`config.mk`:
```
export PLATFORM = sky130hd
export DESIGN_NAME = sah_ctrl
export DESIGN_NICKNAME = d
export VERILOG_FILES = /design/src/sah_pkg.sv /design/src/sah_ctrl.sv
export SDC_FILE = /design/constraint.sdc
export NUM_CORES = 1
export LEC_CHECK = 0
export BUFFER_PORTS_ARGS = -buffer_cell sky130_fd_sc_hd__buf_2
export CAP_MARGIN = 30
export CORE_AREA = 3 3 40 42
export CTS_BUF_LIST = sky130_fd_sc_hd__clkbuf_8
export DETAILED_ROUTE_END_ITERATION = 16
export DIE_AREA = 0 0 43 45
export PLACE_DENSITY = 0.8
export RECOVER_POWER = 50
export SLEW_MARGIN = 20
export SYNTH_ARGS = -nofsm -noshare
export SYNTH_HDL_FRONTEND = slang
export SYNTH_SLANG_ARGS = --single-unit
```
`constraint.sdc`:
```
create_clock -name aclk -period 2.9 [get_ports aclk]
set_input_delay 0.435 -clock aclk [delete_from_list [all_inputs] [get_ports aclk]]
set_output_delay 0.435 -clock aclk [all_outputs]
set_load 0.05 [all_outputs]
```
`src/sah_pkg.sv`:
```
// Shared types, codes and field widths of the snapshot array history block.
`timescale 1ns / 1ps

package sah_pkg;

    localparam int CMD_W     = 2;
    localparam int INDEX_W   = 6;
    localparam int VALUE_W   = 31;
    localparam int QUERY_W   = 16;
    localparam int STATUS_W  = 2;
    localparam int S_TDATA_W = 56;
    localparam int M_TDATA_W = 56;
    localparam int INDEX_SPAN = 64;

    typedef enum logic [CMD_W-1:0] {
        CMD_SET  = 2'd0,
        CMD_SNAP = 2'd1,
        CMD_GET  = 2'd2,
        CMD_NONE = 2'd3
    } cmd_t;

    typedef enum logic [STATUS_W-1:0] {
        ST_OK   = 2'd0,
        ST_DROP = 2'd1,
        ST_SAT  = 2'd2
    } status_t;

    typedef struct packed {
        logic accept;
        logic snap_do;
        logic set_drop;
        logic cnt_rd;
        logic cnt_latch;
        logic last_rd;
        logic ent_write;
        logic append;
        logic srch_rd;
        logic srch_step;
        logic out_load;
    } ctrl_cmd_t;

    typedef struct packed {
        cmd_t cmd;
        logic pos_ok;
        logic n_zero;
        logic id_match;
        logic hist_full;
        logic search_done;
        logic out_free;
    } ctrl_sts_t;

endpackage

```
`src/sah_ctrl.sv`:
```
// Controller state machine that sequences set, snap and get commands.
`timescale 1ns / 1ps

module sah_ctrl (
    input  logic               aclk,
    input  logic               aresetn,
    input  logic               s_tvalid,
    output logic               s_tready,
    input  sah_pkg::ctrl_sts_t sts,
    output sah_pkg::ctrl_cmd_t cmd
);

    import sah_pkg::*;

    typedef enum logic [8:0] {
        S_IDLE        = 9'b000000001,
        S_DECODE      = 9'b000000010,
        S_CNT_WAIT    = 9'b000000100,
        S_APPEND      = 9'b000001000,
        S_LAST_RD     = 9'b000010000,
        S_LAST_WAIT   = 9'b000100000,
        S_SEARCH      = 9'b001000000,
        S_SEARCH_WAIT = 9'b010000000,
        S_DONE        = 9'b100000000
    } state_t;

    state_t state_reg;
    state_t state_next;

    always_ff @(posedge aclk) begin
        if (!aresetn) begin
            state_reg <= S_IDLE;
        end else begin
            state_reg <= state_next;
        end
    end

    always_comb begin
        state_next = state_reg;
        cmd        = '0;
        s_tready   = 1'b0;
        unique case (state_reg)
            S_IDLE: begin
                s_tready = aresetn;
                if (s_tvalid && aresetn) begin
                    cmd.accept = 1'b1;
                    state_next = S_DECODE;
                end
            end
            S_DECODE: begin
                unique case (sts.cmd)
                    CMD_SNAP: begin
                        cmd.snap_do = 1'b1;
                        state_next  = S_DONE;
                    end
                    CMD_SET, CMD_GET: begin
                        if (!sts.pos_ok) begin
                            cmd.set_drop = (sts.cmd == CMD_SET);
                            state_next   = S_DONE;
                        end else begin
                            cmd.cnt_rd = 1'b1;
                            state_next = S_CNT_WAIT;
                        end
                    end
                    default: begin
                        state_next = S_DONE;
                    end
                endcase
            end
            S_CNT_WAIT: begin
                cmd.cnt_latch = 1'b1;
                if (sts.cmd == CMD_GET) begin
                    state_next = S_SEARCH;
                end else if (sts.n_zero) begin
                    state_next = S_APPEND;
                end else begin
                    state_next = S_LAST_RD;
                end
            end
            S_APPEND: begin
                cmd.ent_write = 1'b1;
                cmd.append    = 1'b1;
                state_next    = S_DONE;
            end
            S_LAST_RD: begin
                cmd.last_rd = 1'b1;
                state_next  = S_LAST_WAIT;
            end
            S_LAST_WAIT: begin
                priority if (sts.id_match) begin
                    cmd.ent_write = 1'b1;
                end else if (sts.hist_full) begin
                    cmd.set_drop = 1'b1;
                end else begin
                    cmd.ent_write = 1'b1;
                    cmd.append    = 1'b1;
                end
                state_next = S_DONE;
            end
            S_SEARCH: begin
                if (sts.search_done) begin
                    state_next = S_DONE;
                end else begin
                    cmd.srch_rd = 1'b1;
                    state_next  = S_SEARCH_WAIT;
                end
            end
            S_SEARCH_WAIT: begin
                cmd.srch_step = 1'b1;
                state_next    = S_SEARCH;
            end
            S_DONE: begin
                if (sts.out_free) begin
                    cmd.out_load = 1'b1;
                    state_next   = S_IDLE;
                end
            end
            default: begin
                state_next = S_IDLE;
            end
        endcase
    end

endmodule

```
==> metrics <==
status=finished, final reports clean; I/O pins=23; peak supply drop=0.262 mV; # Post-CTS Setup Buffers=0; count leader, synth=dfxtp_1; Iter 0 DRT Violations=16; reg2reg start=state_reg[8]$_SDFFE_PN0P_; final period utilization=96.2%; Max-Cap Viols=0; Fin. Hold Viols=0; Clock Latency Late Sink=0.23 ns; DRC Markers=0; Core Box Area=0.00128 mm^2; #FFs+latches synth=9; final net count=109; initial antenna violation count=0; Post-Syn Area=561 um^2; synth-to-layout area growth=33.5%; worst hold stages=2; Min-Delay Path Class=in2reg; n_diodes=0; Distinct cells, synth=35; largest cells by area after synthesis=dfxtp_1 (32%), nor2_1 (5.4%), and2_1 (4.5%), nor3_1 (3.6%), nand2b_1 (3.3%); Vias=621; hold slack=0.366 ns; crit path DAT=2.35 ns; CTS Hold Bufs=0; final cell count without fillers=112; share of layout cells above drive strength 1=35.1%; syn nets=82; worst-path maximum fanout=6; synth cell count leaders=dfxtp_1 (9), nor2_1 (8), and2_1 (4), nand2_1 (4), nor3_1 (4); fillers=121; Mapped Cells=71; wire per inst=12.0 um; final setup fails=0; average size of a mapped cell=7.89 um^2; ys flop type=dfxtp_1; die height=45 um; TritonCTS Buffers=3; post-synth top area share=32.1%; Congestion Overflow GR=0; starting density of the core=43.6%; FF-to-FF path depth=4; Endpoint, Worst Hold=state_reg[4]$_SDFFE_PN0P_; Post-DP HPWL=1.02 mm; R2R setup slack=0.97 ns; Pwr Density=445 mW/mm^2; Clock Tree Root=clkbuf_8; Syn. warnings=0; multi-input gate area in the final layout=383 um^2; Synth async-reset ratio=0%; Clock Path Buffers=2; max reg flops=9; Post-DRT Antenna Nets=0; fin crit period=2.79 ns; GPL Wtd Cong=0.785; DIE WIDTH=43 um; Final Max Tran Viols=0; Num Clock Sinks=9; DR vias/cell=5.54; CP required=2.47 ns; RSZ-0062 raised after global routing=false; Die Area=0.00194 mm^2; H-tree Lvls=1; Total Wirelength=1.34 mm; relative slew slack=53.3%; placed cells=108; type of the worst setup path=reg2out; Sum Neg Setup Slack=0 ns; first-pass GRT wire length=2.35 mm; drt pass-1 iters=4; hold_sp=sts[4]; Leak=0.357 nW; largest area contributor in the netlist=dfxtp_1; FF-to-FF End=state_reg[0]$_SDFFE_PN1P_; Worst setup EP type=output pin; number of flops mapped to enable cells by yosys=0; clock-pin slew on the worst setup and hold paths=0.05 ns; PostCTS Resize Cnt=0; CTS tree=yes; GRT Resource Usage Total=16.3%; startpoint types=register; largest net degree at the start of global routing=7; Port Buffer Count=22; Reg area=180 um^2; sequential fraction of the synthesis area=32.1%; maximum clock frequency=359 MHz; Worst Max-Slew Pin Slew=0.694 ns; Final Power=0.333 mW; clock skew=0.00289 ns; vias in the first global route=575; Cell Rows=13
[worst max path at each step]
stage / start / end / slack (ns)
after floorplan: state_reg[4]$_SDFFE_PN0P_ / cmd[9] / 0.07
after global placement: state_reg[4]$_SDFFE_PN0P_ / cmd[8] / 0.40
after detailed placement: state_reg[4]$_SDFFE_PN0P_ / cmd[8] / 0.35
after CTS: state_reg[4]$_SDFFE_PN0P_ / cmd[8] / 0.1
after global routing: state_reg[4]$_SDFFE_PN0P_ / cmd[8] / 0.04
final: state_reg[4]$_SDFFE_PN0P_ / cmd[8] / 0.11
[per-layer routing]
metal,vias up,track usage [%],routed length [um]
met4,0,10.8,31
met5,-,0,0
met2,36,26.6,595
li1,316,-,-
met3,6,2.39,139
met1,263,20.0,571
[final cells by class]
| cell class | instances | share of cell area [%] |
|---|---|---|
| multi-input cells | 59 | 51.2 |
| flip-flops and latches | 9 | 24.1 |
| repair buffers | 22 | 14.5 |
| clock buffers | 3 | 5.52 |
| well taps | 15 | 2.51 |
| inverters | 3 | 1.51 |
| clock inverters | 1 | 0.669 |
[critical path: stages (launching register included)]
cell     delay, ns
dfxtp_1       0.35
or3_4         0.41
or4_4         0.44
or4_1         0.54
o41ai_2       0.07
buf_2         0.31
[cells by family (layout without fill, tap and decap cells)]
kind of cell | Yosys count | count (layout) | share of synthesized area, %
AOI/OAI and AO/OA | 14 | 14 | 17.2
xor gates and xnor gates | 1 | 1 | 1.56
DFF | 9 | 9 | 32.1
and+or+nand+nor | 44 | 44 | 47.1
buffers and inverters | 3 | 29 | 2.01
[per-stage QoR]
step	setup slack (ns)	utilization (%)	instance area [um^2]
5_1_grt	0.0351	58.2	748
3_3_place_gp	0.404	55.1	708
2_1_floorplan	0.0684	-	579
6_report	0.111	58.2	748
4_1_cts	0.0975	58.7	754
3_5_place_dp	0.348	55.1	708
[power breakdown]
part | leakage (nW) | switching (mW) | internal, mW
logic | 0.259 | 0.0361 | 0.0217
clock network | 0.0255 | 0.0493 | 0.0936
registers | 0.0730 | 0.00451 | 0.128
total | 0.357 | 0.0899 | 0.243
[cells in the final DEF, fill, tap and decap left out, types with 2 or more instances in the layout]
cell type,instances
nand2b_1,3
clkbuf_8,3
buf_2,21
nor3_1,4
and2_1,4
inv_1,3
or2_2,2
nor3b_1,2
o21ai_0,2
nand2_1,4
nand3_1,2
a21oi_1,3
nor2_1,8
dfxtp_1,9
or3_1,2
No activity file was read; power rests on OpenSTA's default activity.
